--- config.mk ---
export PLATFORM = sky130hd
export DESIGN_NAME = iiee_queue
export DESIGN_NICKNAME = d
export VERILOG_FILES = /design/src/rtl/core/iiee_pkg.sv /design/src/rtl/core/iiee_queue.sv
export SDC_FILE = /design/constraint.sdc
export NUM_CORES = 1
export LEC_CHECK = 0
export BUFFER_PORTS_ARGS = -buffer_cell sky130_fd_sc_hd__buf_4
export CAP_MARGIN = 10
export CORE_AREA = 2 2 156 120
export DETAILED_ROUTE_END_ITERATION = 10
export DIE_AREA = 0 0 158 122
export PLACE_DENSITY = 0.58
export SLEW_MARGIN = 20
export SYNTH_ARGS = -nofsm -noshare
export SYNTH_HDL_FRONTEND = slang
export SYNTH_SLANG_ARGS = --single-unit
--- constraint.sdc ---
create_clock -name i_clk -period 2.2 [get_ports i_clk]
set_input_delay 0.33 -clock i_clk [delete_from_list [all_inputs] [get_ports i_clk]]
set_output_delay 0.33 -clock i_clk [all_outputs]
set_load 0.01 [all_outputs]
--- src/rtl/core/iiee_pkg.sv ---
`default_nettype none
// ----------------------------------------------------------------------------
// iiee_pkg
// Shared types, codes and helper functions of the infix expression evaluator.
// ----------------------------------------------------------------------------
package iiee_pkg;

    typedef enum logic [3:0] {
        OP_NONE   = 4'd0,
        OP_ADD    = 4'd1,
        OP_SUB    = 4'd2,
        OP_MUL    = 4'd3,
        OP_DIV    = 4'd4,
        OP_AND    = 4'd5,
        OP_OR     = 4'd6,
        OP_XOR    = 4'd7,
        OP_SHL    = 4'd8,
        OP_SHR    = 4'd9,
        OP_LPAREN = 4'd10
    } t_op;

    typedef enum logic [1:0] {
        MODE_NONE = 2'd0,
        MODE_DEC  = 2'd1,
        MODE_HEX  = 2'd2,
        MODE_BIN  = 2'd3
    } t_mode;

    typedef enum logic [2:0] {
        TK_VAL  = 3'd0,
        TK_OP   = 3'd1,
        TK_LPAR = 3'd2,
        TK_RPAR = 3'd3,
        TK_END  = 3'd4
    } t_kind;

    typedef struct packed {
        t_kind       kind;
        t_op         op;
        logic [31:0] val;
    } t_token;

    localparam logic [1:0] ST_OK      = 2'd0;
    localparam logic [1:0] ST_DIVZ    = 2'd1;
    localparam logic [1:0] ST_FULL    = 2'd2;
    localparam logic [1:0] ST_MISSING = 2'd3;

    localparam int QDEPTH = 4;

    // Only the first error of an expression is kept.
    function automatic logic [1:0] raise(logic [1:0] err, logic [1:0] code);
        return (err == ST_OK) ? code : err;
    endfunction

    function automatic logic [1:0] level(t_op op);
        logic [1:0] l;
        case (op)
            OP_ADD, OP_SUB:                         l = 2'd1;
            OP_MUL, OP_DIV:                         l = 2'd2;
            OP_AND, OP_OR, OP_XOR, OP_SHL, OP_SHR:  l = 2'd3;
            default:                                l = 2'd0;
        endcase
        return l;
    endfunction

    // Returns {valid, digit value}.
    function automatic logic [4:0] digit_of(t_mode m, logic [7:0] c);
        logic [4:0] d;
        d = 5'd0;
        if (c >= "0" && c <= "9") begin
            if (m != MODE_BIN || c <= "1") d = {1'b1, 4'(c - "0")};
        end else if (m == MODE_HEX) begin
            if (c >= "a" && c <= "f") d = {1'b1, 4'(c - "a" + 8'd10)};
            if (c >= "A" && c <= "F") d = {1'b1, 4'(c - "A" + 8'd10)};
        end
        return d;
    endfunction

endpackage
`default_nettype wire

--- src/rtl/core/iiee_queue.sv ---
`default_nettype none
// ----------------------------------------------------------------------------
// iiee_queue
// Short token queue between the lexer and the stack engine.
// ----------------------------------------------------------------------------
module iiee_queue import iiee_pkg::*; (
    input  wire logic   i_clk,
    input  wire logic   i_rst_n,
    input  wire logic   i_push,
    input  wire t_token i_data,
    input  wire logic   i_pop,
    output t_token      o_data,
    output logic        o_empty,
    output logic        o_full
);

    localparam int PW = $clog2(QDEPTH);

    t_token          r_mem [QDEPTH];
    logic [PW-1:0]   r_wp, r_rp;
    logic [PW:0]     r_cnt;

    assign o_empty = (r_cnt == '0);
    assign o_full  = (r_cnt == (PW+1)'(QDEPTH));
    assign o_data  = r_mem[r_rp];

    always_ff @(posedge i_clk) begin
        if (i_push && !o_full) r_mem[r_wp] <= i_data;
    end

    always_ff @(posedge i_clk) begin
        if (!i_rst_n) begin
            r_wp  <= '0;
            r_rp  <= '0;
            r_cnt <= '0;
        end else begin
            if (i_push && !o_full) r_wp <= r_wp + 1'b1;
            if (i_pop && !o_empty) r_rp <= r_rp + 1'b1;
            r_cnt <= r_cnt + (PW+1)'(i_push && !o_full) - (PW+1)'(i_pop && !o_empty);
        end
    end

endmodule
`default_nettype wire

==> flow_metrics.py <==
metrics = {
    "outcome": {
        "outcome": "completed",
    },
    "worst_hold_path": {
        "min_path_type": "in -> reg",
    },
    "clocking": {
        "postCtsHoldBufs": 0,
        "cts_buffer_depth": 2,
        "insertion_delay_ns": 0.41,
        "clk_pin_slew_worst_paths_ns": 0.06,
        "cts-root-buf": "clkbuf_16",
        "clock-sinks": 165,
        "cts_max_level": 4,
        "cts_tree": "built",
        "numCtsBuffers": 17,
    },
    "critical_path": {
        "critPathLaunch": "r_cnt[2]$_SDFF_PN0_",
        "reg2reg_depth": 10,
        "start_kind": "flip-flop",
        "r2r_slack_ns": 0.10,
        "path_class": "reg -> reg",
        "crit_end": "r_cnt[2]$_SDFF_PN0_",
        "worstPathCellList": "nor3b_2 -> nor2b_1 -> inv_1 -> ha_1 -> inv_1 -> ha_1 -> fa_2 -> xnor2_1 -> xnor2_1 -> and2_1",
        "r2r_start": "r_cnt[2]$_SDFF_PN0_",
        "crit_arrival_ns": 2.40,
        "critPathRequiredTime_ns": 2.50,
        "r2r-end": "r_cnt[2]$_SDFF_PN0_",
        "cpPeakStageDelay_ns": 0.35,
        "cp.depth": 10,
        "cp.buffers_inverters": 2,
        "cp_slowest_cell": "fa_2",
        "end_kind": "flip-flop",
        "path_max_fanout": 3,
        "cpLargestDelayFamily": "adder cells",
    },
    "synth": {
        "synth_cell_types": 21,
        "syn_nets": 304,
        "synth_seq_cells": 165,
        "synth.top_cell.area_share_pct": 76.8,
        "synth_top_area_cell": "edfxtp_1",
        "synth.area.top_cells": "edfxtp_1 77%, mux4_2 14%, dfxtp_1 3.0%",
        "synthCells": 254,
        "syn_avg_cell_area_um2": 24.0,
        "yosysWarningCount": 0,
        "seq_area_frac_synth_pct": 79.8,
        "syn_area_mm2": 0.00610,
    },
    "global_routing": {
        "grt_max_degree": 34,
        "overflow": 0,
        "antenna_found_initial": 0,
        "grtUsageTotal_pct": 12.2,
        "grt_pass1_wl_mm": 16.8,
        "grt_pass1_vias": 3080,
    },
    "pwr": {
        "pwr-share-seq_pct": 44.7,
        "combPwrFrac_pct": 22.9,
        "p_leak_nw": 2.61,
        "powerDensity_mw_per_mm2": 1140,
        "p_int_mw": 6.58,
        "netSwitchingFraction_pct": 25.3,
        "switching_power_mw": 2.22,
        "peakVddDrop_mv": 0.510,
        "p_clk_share_pct": 32.4,
    },
    "finish": {
        "postLayoutCellArea_mm2": 0.00772,
        "final_layout_size_suffix_gt1_share_pct": 47.7,
        "layout_common_cells": "156 x edfxtp_1, 94 x buf_4, 39 x mux4_2",
        "final_nets": 410,
        "diodes": 0,
        "num-fill-cells": 1592,
        "layout.cells.non_filler": 620,
        "layout_commonest_cell": "edfxtp_1",
        "area_delta_synth_final_pct": 26.6,
    },
    "floorplanning": {
        "num_rows": 43,
        "die_h_um": 122,
        "ios": 84,
        "die_area_mm2": 0.0193,
        "design.core.area_mm2": 0.0180,
        "die_x_um": 158,
        "start_util_pct": 33.9,
    },
    "sta": {
        "clock.fmax_mhz": 476,
        "relSlewSlack_pct": 77.5,
        "fin_tns_setup_ns": 0,
        "fin_crit_sh_pct": 95.4,
        "fin_crit_ns": 2.10,
        "skew_ns": 0.00977,
        "finalSetupViolCount": 0,
        "rsz0062_at_grt": "false",
        "finalMaxSlewViolations": 0,
        "worst_slew_pin_slew_ns": 0.338,
        "whs_ns": 0.111,
        "hold_violations": 0,
    },
    "flow_run": {
        "drv_cap": 0,
    },
    "route": {
        "wl_mm": 11.0,
        "dr.pass1.iters": 4,
        "ant_nets": 0,
        "drt_iter0_drc": 179,
        "vias": 2808,
        "avgRoutedWirePerCell_um": 17.8,
        "drc": 0,
        "via_per_inst": 4.53,
    },
    "placement": {
        "dpl-instance-area_mm2": 0.00711,
        "portBuffers": 83,
        "routabilityCongestion": 0.664,
        "dp_hpwl_mm": 6.78,
        "placed_cells": 586,
    },
}
==> power groups by stage <==
| stage | clock [mW] | combinational (mW) | sequential (mW) |
|---|---|---|---|
| after floorplan | 0 | 1.16 | 3.95 |
| after detailed placement | 0 | 2.04 | 3.99 |
| final | 2.85 | 2.01 | 3.93 |
| after global placement | 0 | 2.01 | 3.97 |
| after CTS | 2.94 | 2.05 | 3.93 |
| after global routing | 3.07 | 2.20 | 3.96 |
==> synthesized netlist by cell type, drive strengths merged <==
library cell / instances
o21ai: 3
nand2: 6
nor3: 1
and2: 7
mux2i: 2
buf: 7
nor2b: 2
or3: 1
or4bb: 1
ha: 6
dfxtp: 9
xnor2: 2
inv: 6
a21boi: 1
fa: 1
clkbuf: 3
mux4: 39
nor3b: 1
edfxtp: 156
==> layout make-up <==
cell class / count / area (um^2) / area share [%]
tap: 247 / 309 / 4.00
timing repair buffer: 97 / 766 / 9.92
inverter: 6 / 22.5 / 0.292
multi-input combinational: 73 / 1170 / 15.1
clock buffer: 17 / 425 / 5.51
clock inverter: 15 / 156 / 2.03
sequential: 165 / 4870 / 63.1
==> cell families after synthesis <==
| kind of cell | after synthesis | share of synthesized area (%) |
|---|---|---|
| mux | 41 | 14.7 |
| simple gates | 19 | 1.87 |
| flops | 165 | 79.8 |
| xor+xnor | 2 | 0.287 |
| fa+ha+maj | 7 | 1.56 |
| buf+inv | 16 | 1.42 |
| compound gates | 4 | 0.369 |
==> state kept, by name (all words and copies together), names as in the netlist, named ones only <==
register	cells
r_wp	2
r_cnt	3
r_rp	2
r_mem	156
==> per-stage QoR <==
step	total power [mW]	util [%]	worst slack [ns]
after global placement	5.98	39.6	0.0984
after detailed placement	6.04	39.6	0.00718
after floorplan	5.11	-	0.0631
final	8.80	43.0	0.100
after global routing	9.23	43.0	0.0234
after CTS	8.93	42.8	0.00853
==> how the worst min path moves through the flow <==
stage	cells after the start	end	from	slack, ns
6_report	1	r_mem[0][12]$_DFFE_PP_	i_data[12]	0.11
5_1_grt	1	r_mem[2][33]$_DFFE_PP_	i_data[33]	0.09
4_1_cts	1	r_mem[0][12]$_DFFE_PP_	i_data[12]	0.09
3_5_place_dp	2	flip-flop	r_rp[0]$_SDFFE_PN0P_	0.49
3_3_place_gp	2	r_wp[0]$_SDFFE_PN0P_	r_wp[0]$_SDFFE_PN0P_	0.48
2_1_floorplan	0	r_mem[0][0]$_DFFE_PP_	i_data[0]	0.43
==> repair_timing <==
item,CTS,global route
setup buffers,0,2
cloned,0,0
setup endpoints to repair,1,1
resized for setup,1,4
pin swaps,0,1
==> worst reg2reg max path: stages (launching register included) <==
cell     delay (ns)
dfxtp_2        0.34
nor3b_2        0.16
nor2b_1        0.17
inv_1          0.07
ha_1           0.27
inv_1          0.04
ha_1           0.19
fa_2           0.35
xnor2_1        0.14
xnor2_1        0.12
and2_1         0.15
==> routing by layer <==
layer	share of wire (%)	wire length, um	global-route usage (%)
met1	43	4790	15.0
met4	0.60	66	3.04
met2	50	5570	20.2
met5	0	0	0
met3	5.6	620	5.19
Note: power is estimated with default switching activity, not from simulation.
