## src/rtl/core/iiee_pkg.sv

```systemverilog
`default_nettype none
// ----------------------------------------------------------------------------
// iiee_pkg
// Shared types, codes and helper functions of the infix expression evaluator.
// ----------------------------------------------------------------------------
package iiee_pkg;

    typedef enum logic [3:0] {
        OP_NONE   = 4'd0,
        OP_ADD    = 4'd1,
        OP_SUB    = 4'd2,
        OP_MUL    = 4'd3,
        OP_DIV    = 4'd4,
        OP_AND    = 4'd5,
        OP_OR     = 4'd6,
        OP_XOR    = 4'd7,
        OP_SHL    = 4'd8,
        OP_SHR    = 4'd9,
        OP_LPAREN = 4'd10
    } t_op;

    typedef enum logic [1:0] {
        MODE_NONE = 2'd0,
        MODE_DEC  = 2'd1,
        MODE_HEX  = 2'd2,
        MODE_BIN  = 2'd3
    } t_mode;

    typedef enum logic [2:0] {
        TK_VAL  = 3'd0,
        TK_OP   = 3'd1,
        TK_LPAR = 3'd2,
        TK_RPAR = 3'd3,
        TK_END  = 3'd4
    } t_kind;

    typedef struct packed {
        t_kind       kind;
        t_op         op;
        logic [31:0] val;
    } t_token;

    localparam logic [1:0] ST_OK      = 2'd0;
    localparam logic [1:0] ST_DIVZ    = 2'd1;
    localparam logic [1:0] ST_FULL    = 2'd2;
    localparam logic [1:0] ST_MISSING = 2'd3;

    localparam int QDEPTH = 4;

    // Only the first error of an expression is kept.
    function automatic logic [1:0] raise(logic [1:0] err, logic [1:0] code);
        return (err == ST_OK) ? code : err;
    endfunction

    function automatic logic [1:0] level(t_op op);
        logic [1:0] l;
        case (op)
            OP_ADD, OP_SUB:                         l = 2'd1;
            OP_MUL, OP_DIV:                         l = 2'd2;
            OP_AND, OP_OR, OP_XOR, OP_SHL, OP_SHR:  l = 2'd3;
            default:                                l = 2'd0;
        endcase
        return l;
    endfunction

    // Returns {valid, digit value}.
    function automatic logic [4:0] digit_of(t_mode m, logic [7:0] c);
        logic [4:0] d;
        d = 5'd0;
        if (c >= "0" && c <= "9") begin
            if (m != MODE_BIN || c <= "1") d = {1'b1, 4'(c - "0")};
        end else if (m == MODE_HEX) begin
            if (c >= "a" && c <= "f") d = {1'b1, 4'(c - "a" + 8'd10)};
            if (c >= "A" && c <= "F") d = {1'b1, 4'(c - "A" + 8'd10)};
        end
        return d;
    endfunction

endpackage
`default_nettype wire

```

## src/rtl/core/iiee_front.sv

```systemverilog
`default_nettype none
// ----------------------------------------------------------------------------
// iiee_front
// Lexer: one character of lookahead, literal forming, token issue.
// ----------------------------------------------------------------------------
module iiee_front import iiee_pkg::*; (
    input  wire logic        i_clk,
    input  wire logic        i_rst_n,
    input  wire logic        start,
    output logic             busy,
    input  wire logic [7:0]  i_character,
    input  wire logic        i_end_of_expression,
    output logic             o_push,
    output t_token           o_token,
    input  wire logic        i_full
);

    typedef enum logic [3:0] {
        F_IDLE  = 4'b0001,
        F_CALL1 = 4'b0010,
        F_CALL2 = 4'b0100,
        F_FIN   = 4'b1000
    } t_fstate;

    t_fstate     r_state, n_state;
    logic [7:0]  r_c, r_pend_c;
    logic        r_last, r_pend_v, r_used, r_called;
    t_mode       r_lit, r_armed;
    logic [31:0] r_acc;
    logic        r_neg, r_dig;
    logic        r_bv, r_bo;
    logic [31:0] r_bval;
    t_kind       r_bkind;
    t_op         r_bop;

    logic [7:0]  pc, pnx;
    t_mode       p_mode, p_lit, p_armed;
    logic [31:0] p_acc, fin_val, acc_base;
    logic        p_neg, p_dig, p_used, p_tv, p_to;
    t_kind       p_kind;
    t_op         p_op;
    logic [4:0]  dl, dm, dn;

    assign busy = (r_state != F_IDLE);
    assign pc   = (r_state == F_CALL1) ? r_pend_c : r_c;
    assign pnx  = (r_state == F_CALL1) ? r_c : " ";
    assign fin_val = r_neg ? (32'd0 - r_acc) : r_acc;

    always_comb begin
        case (r_lit)
            MODE_HEX: acc_base = {r_acc[27:0], 4'd0};
            MODE_BIN: acc_base = {r_acc[30:0], 1'b0};
            default:  acc_base = {r_acc[28:0], 3'd0} + {r_acc[30:0], 1'b0};
        endcase
    end

    always_comb begin
        p_mode  = (r_armed != MODE_NONE) ? r_armed : MODE_DEC;
        p_lit   = r_lit;
        p_acc   = r_acc;
        p_neg   = r_neg;
        p_dig   = r_dig;
        p_armed = MODE_NONE;
        p_used  = 1'b0;
        p_tv    = 1'b0;
        p_to    = 1'b0;
        p_kind  = TK_OP;
        p_op    = OP_NONE;
        dl = digit_of(r_lit, pc);
        dm = digit_of(p_mode, pc);
        dn = digit_of(p_mode, pnx);
        if (pc == "0" && (pnx == "x" || pnx == "b")) begin
            p_used  = 1'b1;
            p_armed = (pnx == "x") ? MODE_HEX : MODE_BIN;
            // A lone minus sign before a radix prefix is a subtraction.
            if (r_lit != MODE_NONE && !r_dig) begin
                p_to = 1'b1;
                p_op = OP_SUB;
            end else if (r_lit != MODE_NONE) begin
                p_tv = 1'b1;
            end
            p_lit = MODE_NONE;
            p_acc = 32'd0;
            p_neg = 1'b0;
            p_dig = 1'b0;
        end else if ((pc == "<" && pnx == "<") || (pc == ">" && pnx == ">")) begin
            p_used = 1'b1;
            p_tv   = (r_lit != MODE_NONE);
            p_lit  = MODE_NONE;
            p_acc  = 32'd0;
            p_neg  = 1'b0;
            p_dig  = 1'b0;
            p_to   = 1'b1;
            p_op   = (pc == "<") ? OP_SHL : OP_SHR;
        end else if (r_lit != MODE_NONE && dl[4]) begin
            p_acc = acc_base + {28'd0, dl[3:0]};
            p_dig = 1'b1;
        end else begin
            p_tv  = (r_lit != MODE_NONE);
            p_lit = MODE_NONE;
            p_acc = 32'd0;
            p_neg = 1'b0;
            p_dig = 1'b0;
            if (dm[4]) begin
                p_lit = p_mode;
                p_acc = {28'd0, dm[3:0]};
                p_dig = 1'b1;
            end else begin
                case (pc)
                    "-": begin
                        if (dn[4]) begin
                            p_lit = p_mode;
                            p_neg = 1'b1;
                        end else begin
                            p_to = 1'b1;
                            p_op = OP_SUB;
                        end
                    end
                    "+": begin p_to = 1'b1; p_op = OP_ADD; end
                    "*": begin p_to = 1'b1; p_op = OP_MUL; end
                    "/": begin p_to = 1'b1; p_op = OP_DIV; end
                    "&": begin p_to = 1'b1; p_op = OP_AND; end
                    "|": begin p_to = 1'b1; p_op = OP_OR;  end
                    "^": begin p_to = 1'b1; p_op = OP_XOR; end
                    "(": begin p_to = 1'b1; p_kind = TK_LPAR; end
                    ")": begin p_to = 1'b1; p_kind = TK_RPAR; end
                    default: ;
                endcase
            end
        end
    end

    assign o_push  = (r_state != F_IDLE) && r_called && (r_bv || r_bo) && !i_full;
    assign o_token = r_bv ? t_token'{kind: TK_VAL, op: OP_NONE, val: r_bval}
                          : t_token'{kind: r_bkind, op: r_bop, val: 32'd0};

    always_comb begin
        n_state = r_state;
        case (r_state)
            F_IDLE:  if (start) n_state = F_CALL1;
            F_CALL1: if (r_called && !r_bv && !r_bo) n_state = F_CALL2;
            F_CALL2: if (r_called && !r_bv && !r_bo) n_state = F_FIN;
            F_FIN:   if (r_called && !r_bv && !r_bo) n_state = F_IDLE;
            default: n_state = F_IDLE;
        endcase
    end

    always_ff @(posedge i_clk) begin
        if (!i_rst_n) begin
            r_state  <= F_IDLE;
            r_pend_v <= 1'b0;
            r_called <= 1'b0;
            r_used   <= 1'b0;
            r_lit    <= MODE_NONE;
            r_armed  <= MODE_NONE;
            r_acc    <= 32'd0;
            r_neg    <= 1'b0;
            r_dig    <= 1'b0;
            r_bv     <= 1'b0;
            r_bo     <= 1'b0;
        end else begin
            r_state <= n_state;
            if (r_state == F_IDLE) begin
                if (start) begin
                    r_c      <= i_character;
                    r_last   <= i_end_of_expression;
                    r_called <= 1'b0;
                end
            end else if (!r_called) begin
                r_called <= 1'b1;
                if (r_state == F_FIN) begin
                    if (r_last) begin
                        r_bv    <= (r_lit != MODE_NONE);
                        r_bval  <= fin_val;
                        r_bo    <= 1'b1;
                        r_bkind <= TK_END;
                        r_bop   <= OP_NONE;
                        r_lit   <= MODE_NONE;
                        r_acc   <= 32'd0;
                        r_neg   <= 1'b0;
                        r_dig   <= 1'b0;
                        r_armed <= MODE_NONE;
                    end
                end else if ((r_state == F_CALL1 && r_pend_v) ||
                             (r_state == F_CALL2 && !r_used && r_last)) begin
                    r_lit   <= p_lit;
                    r_acc   <= p_acc;
                    r_neg   <= p_neg;
                    r_dig   <= p_dig;
                    r_armed <= p_armed;
                    r_bv    <= p_tv;
                    r_bval  <= fin_val;
                    r_bo    <= p_to;
                    r_bkind <= p_kind;
                    r_bop   <= p_op;
                    if (r_state == F_CALL1) r_used <= p_used;
                end else if (r_state == F_CALL1) begin
                    r_used <= 1'b0;
                end else if (!r_used) begin
                    r_pend_c <= r_c;
                end
                if (r_state == F_CALL1) r_pend_v <= 1'b0;
                if (r_state == F_CALL2) r_pend_v <= !r_used && !r_last;
            end else if (r_bv || r_bo) begin
                if (!i_full) begin
                    if (r_bv) r_bv <= 1'b0;
                    else      r_bo <= 1'b0;
                end
            end else begin
                r_called <= 1'b0;
            end
        end
    end

endmodule
`default_nettype wire

```

## config.mk

```make
export PLATFORM = sky130hd
export DESIGN_NAME = iiee_front
export DESIGN_NICKNAME = d
export VERILOG_FILES = /design/src/rtl/core/iiee_pkg.sv /design/src/rtl/core/iiee_front.sv
export SDC_FILE = /design/constraint.sdc
export NUM_CORES = 1
export LEC_CHECK = 0
export BUFFER_PORTS_ARGS = -buffer_cell sky130_fd_sc_hd__buf_2
export CAP_MARGIN = 20
export CORE_MARGIN = 2
export CORE_UTILIZATION = 49
export DETAILED_ROUTE_END_ITERATION = 16
export PLACE_DENSITY = 0.65
export REMOVE_ABC_BUFFERS = 1
export SYNTH_ARGS = -nofsm -noshare
export SYNTH_HDL_FRONTEND = slang
export SYNTH_SLANG_ARGS = --single-unit
```

## constraint.sdc

```tcl
create_clock -name i_clk -period 10.3 [get_ports i_clk]
set_clock_uncertainty 0.1 [all_clocks]
set_input_delay 2.06 -clock i_clk [delete_from_list [all_inputs] [get_ports i_clk]]
set_output_delay 2.06 -clock i_clk [all_outputs]
set_load 0.005 [all_outputs]
```

==> run summary, run 1 <==
WL/cell: 17.0 um
Critical Setup Path Class: reg2reg
die width: 135 um
Syn-to-layout area delta: 8.41%
Static Leak: 3.43 nW
Combinational Power Share: 4.6%
DP Worst Slack: 4.25 ns
synthesized instance count: 1012
final worst-path cycle share: 59.7%
hold path endpoint: r_pend_v
via count: 7536
M3 GR Usage: 3.34%
Site Rows: 47
CP arrival: 6.33 ns
fraction of layout cells with a size suffix above 1: 11.0%
Root Buffer Master: clkbuf_16
min-delay src: r_pend_v
Synth cell types: 85
Max-Cap Viols: 0
antenna-violating nets left: 0
GR peak layer: met2
Min Hold Slack: 0.391 ns
vias per inst: 6.00
H-tree Lvls: 3
n_diodes: 0
Initial Utilization: 50.4%
TritonCTS Buffers: 9
Final Util: 54.7%
Setup crit start kind: register
CTS tree: yes
met1 Usage GRT: 33.9%
top area cells in the synthesized netlist: edfxtp_1 20%, dfxtp_1 11%, ha_1 5.5%
Routed WL: 21400 um
Crit Path Max Fanout: 19
crit end category: register
first-pass GRT wire length: 35300 um
Pint: 0.626 mW
GRT Total Usage: 23.8%
P_sw: 0.177 mW
Clk pwr share: 40.4%
Port Buffers: 53
IO Pins: 54
worst slew pin tran: 0.897 ns
pin count of the biggest net entering global routing: 66
gpl congestion: 0.874
post-synthesis cell area: 0.00842 mm^2
DRC: 0
die height: 135 um
Synth Register Bits: 103
initial antenna violation count: 0
Max clock buf depth: 2
Post-synth EDFFs: 56
register-to-register setup slack: 4.15 ns
Total Die Area: 0.0182 mm^2
switching portion of total power: 22.0%
Iteration-0 DRC Markers: 485
Post-layout nets: 1082
final worst-path setup slack: 4.15 ns
CTS clock-pin slew for the worst setup and hold paths: 0.07 ns
Fin Setup TNS: 0 ns
Worst slew margin: 40.1%
Final min period: 6.15 ns
met2 GRT Util: 38.2%
RSZ-0062 raised after global routing: false
synthesized area per cell: 8.32 um^2
capturing point of the worst reg2reg path: r_acc[19]
sequential fraction of the synthesis area: 31.1%
DRT Pass-1 Iters: 5
Skew-Pair Late Insertion Delay: 0.35 ns
maximum VDD drop: 0.0000863 V
outcome: complete, no violations
synthesis warning total: 0
fillcell total: 1585
asr flop ratio synth: 0%
Remaining Overflow, GRT: 0
Critical Path RT: 10.48 ns
final hold vios: 0
largest area contributor in the netlist: edfxtp_1
PD cells: 88.0 mW/mm^2
# clock sinks: 103
Reg2Reg Depth: 22
cts hold-fix bufs: 0
final setup vio count: 0
Min-Delay Path Class: reg2reg
most frequent cell after synthesis: nand2_1
Slew Limit Fails: 0
CTS resizes: 0
top cells by count, synth: 97 x nand2_1, 76 x nor2_1, 70 x a21oi_1
part of the power in registers: 55.0%
reg-to-reg startpoint: r_state[1]
# Post-CTS Setup Buffers: 0
hold depth: 2
maximum clock frequency: 163 MHz
core area: 0.0167 mm^2
vias in the first global route: 6877
Synth Flop Type: edfxtp_1
dpl hpwl: 15700 um
top-area cell type share of the netlist area: 20.0%
-- worst max-delay path by stage --
stage	start	endpoint	slack, ns	cells after the start
4_1_cts	r_state[1]	r_acc[19]	4.20	22
2_1_floorplan	r_state[1]	r_acc[19]	2.88	21
3_3_place_gp	r_state[1]	r_acc[19]	4.34	23
5_1_grt	r_state[1]	r_acc[27]	3.55	22
3_5_place_dp	r_state[1]	r_acc[19]	4.25	22
6_report	r_state[1]	r_acc[19]	4.15	22
-- metrics by stage --
step | power [mW] | cells | cell area, um^2
finish | 0.803 | 1255 | 9130
global route | 0.829 | 1255 | 9130
CTS | 0.812 | 1253 | 9090
detailed placement | 0.488 | 1237 | 8810
global placement | 0.487 | 1237 | 8810
floorplan | 0.473 | 954 | 8180
-- final cells by class --
class                   count  area (um^2)  share of cell area (%)
multi-input cells         824         5470                    60.0
inverters                  27          101                    1.11
clock buffers              13          260                    2.85
clock inverters             3         18.8                   0.206
well taps                 220          275                    3.02
flip-flops and latches    103         2630                    28.8
repair buffers             65          375                    4.11
-- routing by layer --
metal / routed length, um / up-vias
met5: 0 / -
met4: 244 / 0
met3: 925 / 20
met2: 9840 / 200
met1: 10400 / 3511
li1: - / 3805
-- critical path, stage by stage (launching register included) --
cell,delay [ns]
dfxtp_1,0.50
nor4b_2,0.26
buf_4,0.29
mux2i_1,0.53
ha_1,0.29
or2_2,0.14
a21oi_1,0.07
nor3_1,0.42
nand2_1,0.19
o32ai_1,0.18
ha_1,0.22
inv_1,0.05
fa_1,0.39
inv_1,0.07
a21oi_1,0.07
or3_1,0.34
nand4bb_4,0.23
or2_4,0.28
or4_4,0.57
or4_1,0.53
nand3_1,0.10
o211ai_1,0.11
a21oi_1,0.15
-- flip-flops by register name, indices dropped and copies added (netlist names) --
register	cells
r_acc	32
r_bval	32
r_c	8
r_pend_c	8
r_bop	4
r_state	4
r_bkind	3
r_armed	2
r_lit	2
r_bo	1
r_bv	1
r_called	1
r_dig	1
r_last	1
r_neg	1
r_pend_v	1
r_used	1
-- power groups by stage --
stage | logic (mW) | clock network, mW | registers, mW
floorplan | 0.0248 | 0 | 0.449
global placement | 0.0368 | 0 | 0.451
detailed placement | 0.0370 | 0 | 0.451
CTS | 0.0373 | 0.333 | 0.441
global route | 0.0414 | 0.345 | 0.442
finish | 0.0373 | 0.324 | 0.441
-- logic make-up (layout without fill, tap and decap cells) --
group	after synthesis	count (layout)	share of synthesized area (%)
AO/OA/AOI/OAI	263	263	20.6
multiplexers	40	40	4.89
buffers and inverters	85	108	4.03
flip-flops	103	103	31.1
AND/OR/NAND/NOR	420	420	27.0
XOR/XNOR	62	62	6.45
adder cells (fa/ha/maj)	39	39	5.97
-- cell usage in the layout (no fill, tap or decap), drive strengths merged, types with 14 or more instances in the layout --
| master | n |
|---|---|
| nor2 | 76 |
| a22oi | 16 |
| dfxtp | 47 |
| nand2 | 97 |
| a21oi | 70 |
| mux2i | 31 |
| nor3 | 32 |
| ha | 37 |
| nand2b | 18 |
| or4 | 14 |
| xnor2 | 48 |
| nand3 | 27 |
| xor2 | 14 |
| and2 | 38 |
| o31ai | 15 |
| and3 | 15 |
| o21ai | 60 |
| o211ai | 15 |
| buf | 65 |
| nor2b | 23 |
| nor4 | 14 |
| inv | 27 |
| edfxtp | 56 |
Power figures use the tool's default switching activity.
==> run 2, diff against run 1 <==
--- a/config.mk
+++ b/config.mk
@@ -5,12 +5,13 @@
 export SDC_FILE = /design/constraint.sdc
 export NUM_CORES = 1
 export LEC_CHECK = 0
+export ABC_AREA = 1
 export BUFFER_PORTS_ARGS = -buffer_cell sky130_fd_sc_hd__buf_2
 export CAP_MARGIN = 20
 export CORE_MARGIN = 2
 export CORE_UTILIZATION = 49
 export DETAILED_ROUTE_END_ITERATION = 16
-export PLACE_DENSITY = 0.65
+export PLACE_DENSITY = 0.67
 export REMOVE_ABC_BUFFERS = 1
 export SYNTH_ARGS = -nofsm -noshare
 export SYNTH_HDL_FRONTEND = slang
==> constraint.sdc (replaced) <==
create_clock -name i_clk -period 5.3 [get_ports i_clk]
set_clock_uncertainty 0.1 [all_clocks]
set_input_delay 1.06 -clock i_clk [delete_from_list [all_inputs] [get_ports i_clk]]
set_output_delay 1.06 -clock i_clk [all_outputs]
set_load 0.005 [all_outputs]
==> run 2 against run 1 <==
  * Utilization is essentially flat
  * Critical endpoint is now r_acc[21]
  * Critical path depth grew 8
  * Largest power group unchanged
  * Combinational power grew to 7.4 times the previous value
  * Clock-buffer cell count shrank 3
==> run summary, run 2 <==
outcome: complete, no violations
Critical Path RT: 5.49 ns
die height: 141 um
post-synthesis cell area: 0.00915 mm^2
Root Buffer Master: clkbuf_16
Simple-Gate Fraction of Synth Area: 38.4%
asr flop ratio synth: 0%
most frequent cell after synthesis: nand2_1
first-pass GRT wire length: 42500 um
M3 GR Usage: 3.57%
synthesis warning total: 0
CP arrival: 4.90 ns
antenna-violating nets left: 0
maximum clock frequency: 212 MHz
capturing point of the worst reg2reg path: r_acc[21]
sequential fraction of the synthesis area: 28.7%
gpl congestion: 0.934
final hold vios: 0
Crit Path Max Fanout: 5
fraction of layout cells with a size suffix above 1: 8.05%
Post-layout nets: 1562
Static Leak: 4.97 nW
TritonCTS Buffers: 9
Routed WL: 26500 um
Setup crit start kind: register
GR peak layer: met2
Max clock buf depth: 2
RSZ-0062 raised after global routing: false
# clock sinks: 103
IO Pins: 54
CTS clock-pin slew for the worst setup and hold paths: 0.08 ns
die width: 141 um
synthesized instance count: 1465
top-area cell type share of the netlist area: 18.4%
Worst slew margin: 28.7%
Total Die Area: 0.0198 mm^2
pin count of the biggest net entering global routing: 43
synthesized area per cell: 6.24 um^2
post-synthesis mux area share: 0%
register-to-register setup slack: 0.59 ns
Syn-to-layout area delta: 8.40%
DRT Pass-1 Iters: 5
GRT Total Usage: 26.7%
Post-Synth XOR/XNOR Area: 3.16%
H-tree Lvls: 3
Reg2Reg Depth: 30
Min-Delay Path Class: reg2reg
top cells by count, synth: 422 x nand2_1, 271 x inv_1, 152 x nor2_1
Fin Setup TNS: 0 ns
PD cells: 187 mW/mm^2
WL/cell: 15.2 um
combinational family with the most area after synthesis: simple AND/OR/NAND/NOR gates
Final min period: 4.71 ns
DRC: 0
most used cell, CP: nor2_1
min-delay src: r_dig
Synth Flop Type: edfxtp_1
n_diodes: 0
crit end category: register
maximum VDD drop: 0.000196 V
final setup vio count: 0
final worst-path setup slack: 0.592 ns
Critical Setup Path Class: reg2reg
Site Rows: 49
dpl hpwl: 20800 um
final worst-path cycle share: 88.8%
largest area contributor in the netlist: edfxtp_1
Synth cell types: 52
fillcell total: 1853
reg-to-reg startpoint: r_state[1]
DP Worst Slack: 0.537 ns
vias in the first global route: 8145
core area: 0.0181 mm^2
Slew Limit Fails: 0
Synth Register Bits: 103
Initial Utilization: 50.4%
top area cells in the synthesized netlist: edfxtp_1 18%, nand2_1 17%, inv_1 11%
met2 GRT Util: 41.8%
crit path launch: r_state[1]
Crit-path slowest cell: fa_1
Remaining Overflow, GRT: 0
highest-count cells in the layout ignoring fill and taps: 422 x nand2_1, 271 x inv_1, 151 x nor2_1, 125 x nand3_1, 71 x a21oi_1
Post-synth EDFFs: 56
CTS tree: yes
via count: 9360
Port Buffers: 53
Iteration-0 DRC Markers: 1032
worst slew pin tran: 1.07 ns
Max-Cap Viols: 0
CP endpoint: r_acc[21]
initial antenna violation count: 0
vias per inst: 5.37
met1 Usage GRT: 39.4%
Synth Area in Adders: 5.50%
Skew-Pair Late Insertion Delay: 0.36 ns
commonest non-fill, non-tap cell in the layout: nand2_1
biggest regs: r_acc x32, r_bval x32
max incr delay on CP: 0.41 ns
compound-cell area share of the yosys netlist: 11.1%
run 2: cell count changes after synthesis, moves of 31 or more:
| cell | previous run | this run |
|---|---|---|
| and2_1 | 38 | 4 |
| inv_1 | 26 | 271 |
| mux2i_1 | 31 | 0 |
| nand2_1 | 97 | 422 |
| nand3_1 | 27 | 125 |
| nor2_1 | 76 | 152 |
| xnor2_1 | 48 | 1 |
run 2: worst min path at each step:
stage	to	slack (ns)	depth (start not counted)
final	r_dig	0.38	2
after global routing	r_dig	0.41	2
after CTS	r_dig	0.38	2
after detailed placement	r_dig	0.37	2
after global placement	r_dig	0.36	2
after floorplan	r_pend_c[1]	0.34	0
run 2: report_power, final:
group	total, mW	internal (mW)	switching [mW]
Sequential	0.919	0.887	0.0316
Combinational	0.277	0.0789	0.198
Clock	0.658	0.328	0.330
run 2: worst max-delay path, delay by kind of cell, from the launching register on:
| kind | cells | cell delay [ns] |
|---|---|---|
| buffers and inverters | 4 | 0.34 |
| AO/OA/AOI/OAI | 4 | 0.70 |
| AND/OR/NAND/NOR | 19 | 2.28 |
| flip-flops | 1 | 0.37 |
| adder cells (fa/ha/maj) | 3 | 0.83 |
run 2: routing by layer:
metal | vias up | share of wire [%]
met3 | 33 | 6.5
met5 | - | 0
met1 | 4200 | 48
li1 | 4797 | -
met4 | 0 | 1.8
met2 | 330 | 44
run 2: per-stage QoR:
stage / cells / area, um^2 / hold WS [ns] / util, % / power, mW
2_1_floorplan: 1437 / 9000 / 0.344 / - / 1.12
3_3_place_gp: 1728 / 9630 / 0.364 / 53.1 / 1.21
3_5_place_dp: 1728 / 9630 / 0.369 / 53.1 / 1.21
4_1_cts: 1744 / 9910 / 0.380 / 54.6 / 1.86
5_1_grt: 1744 / 9910 / 0.407 / 54.6 / 1.93
6_report: 1744 / 9910 / 0.379 / 54.6 / 1.85
run 2: area by class of cell:
cell class / count / area (um^2) / share of cell area (%)
clock buffer: 10 / 229 / 2.31
multi-input combinational: 1055 / 5340 / 53.8
sequential: 103 / 2620 / 26.5
tap: 229 / 287 / 2.89
timing repair buffer: 62 / 333 / 3.36
clock inverter: 6 / 52.6 / 0.530
inverter: 279 / 1050 / 10.6
run 2: timing repair:
| item | 4_1_cts | 5_1_grt |
|---|---|---|
| gates resized for setup | 0 | 1 |
| buffers inserted | 0 | 0 |
| hold endpoints to repair | 0 | 0 |
| hold buffers | 0 | 0 |
| setup endpoints to repair | 0 | 6 |
run 2: cell families after synthesis:
| kind of cell | Yosys count |
|---|---|
| AND/OR/NAND/NOR | 809 |
| flip-flops | 103 |
| AO/OA/AOI/OAI | 174 |
| XOR/XNOR | 33 |
| adder cells (fa/ha/maj) | 39 |
| buffers and inverters | 307 |
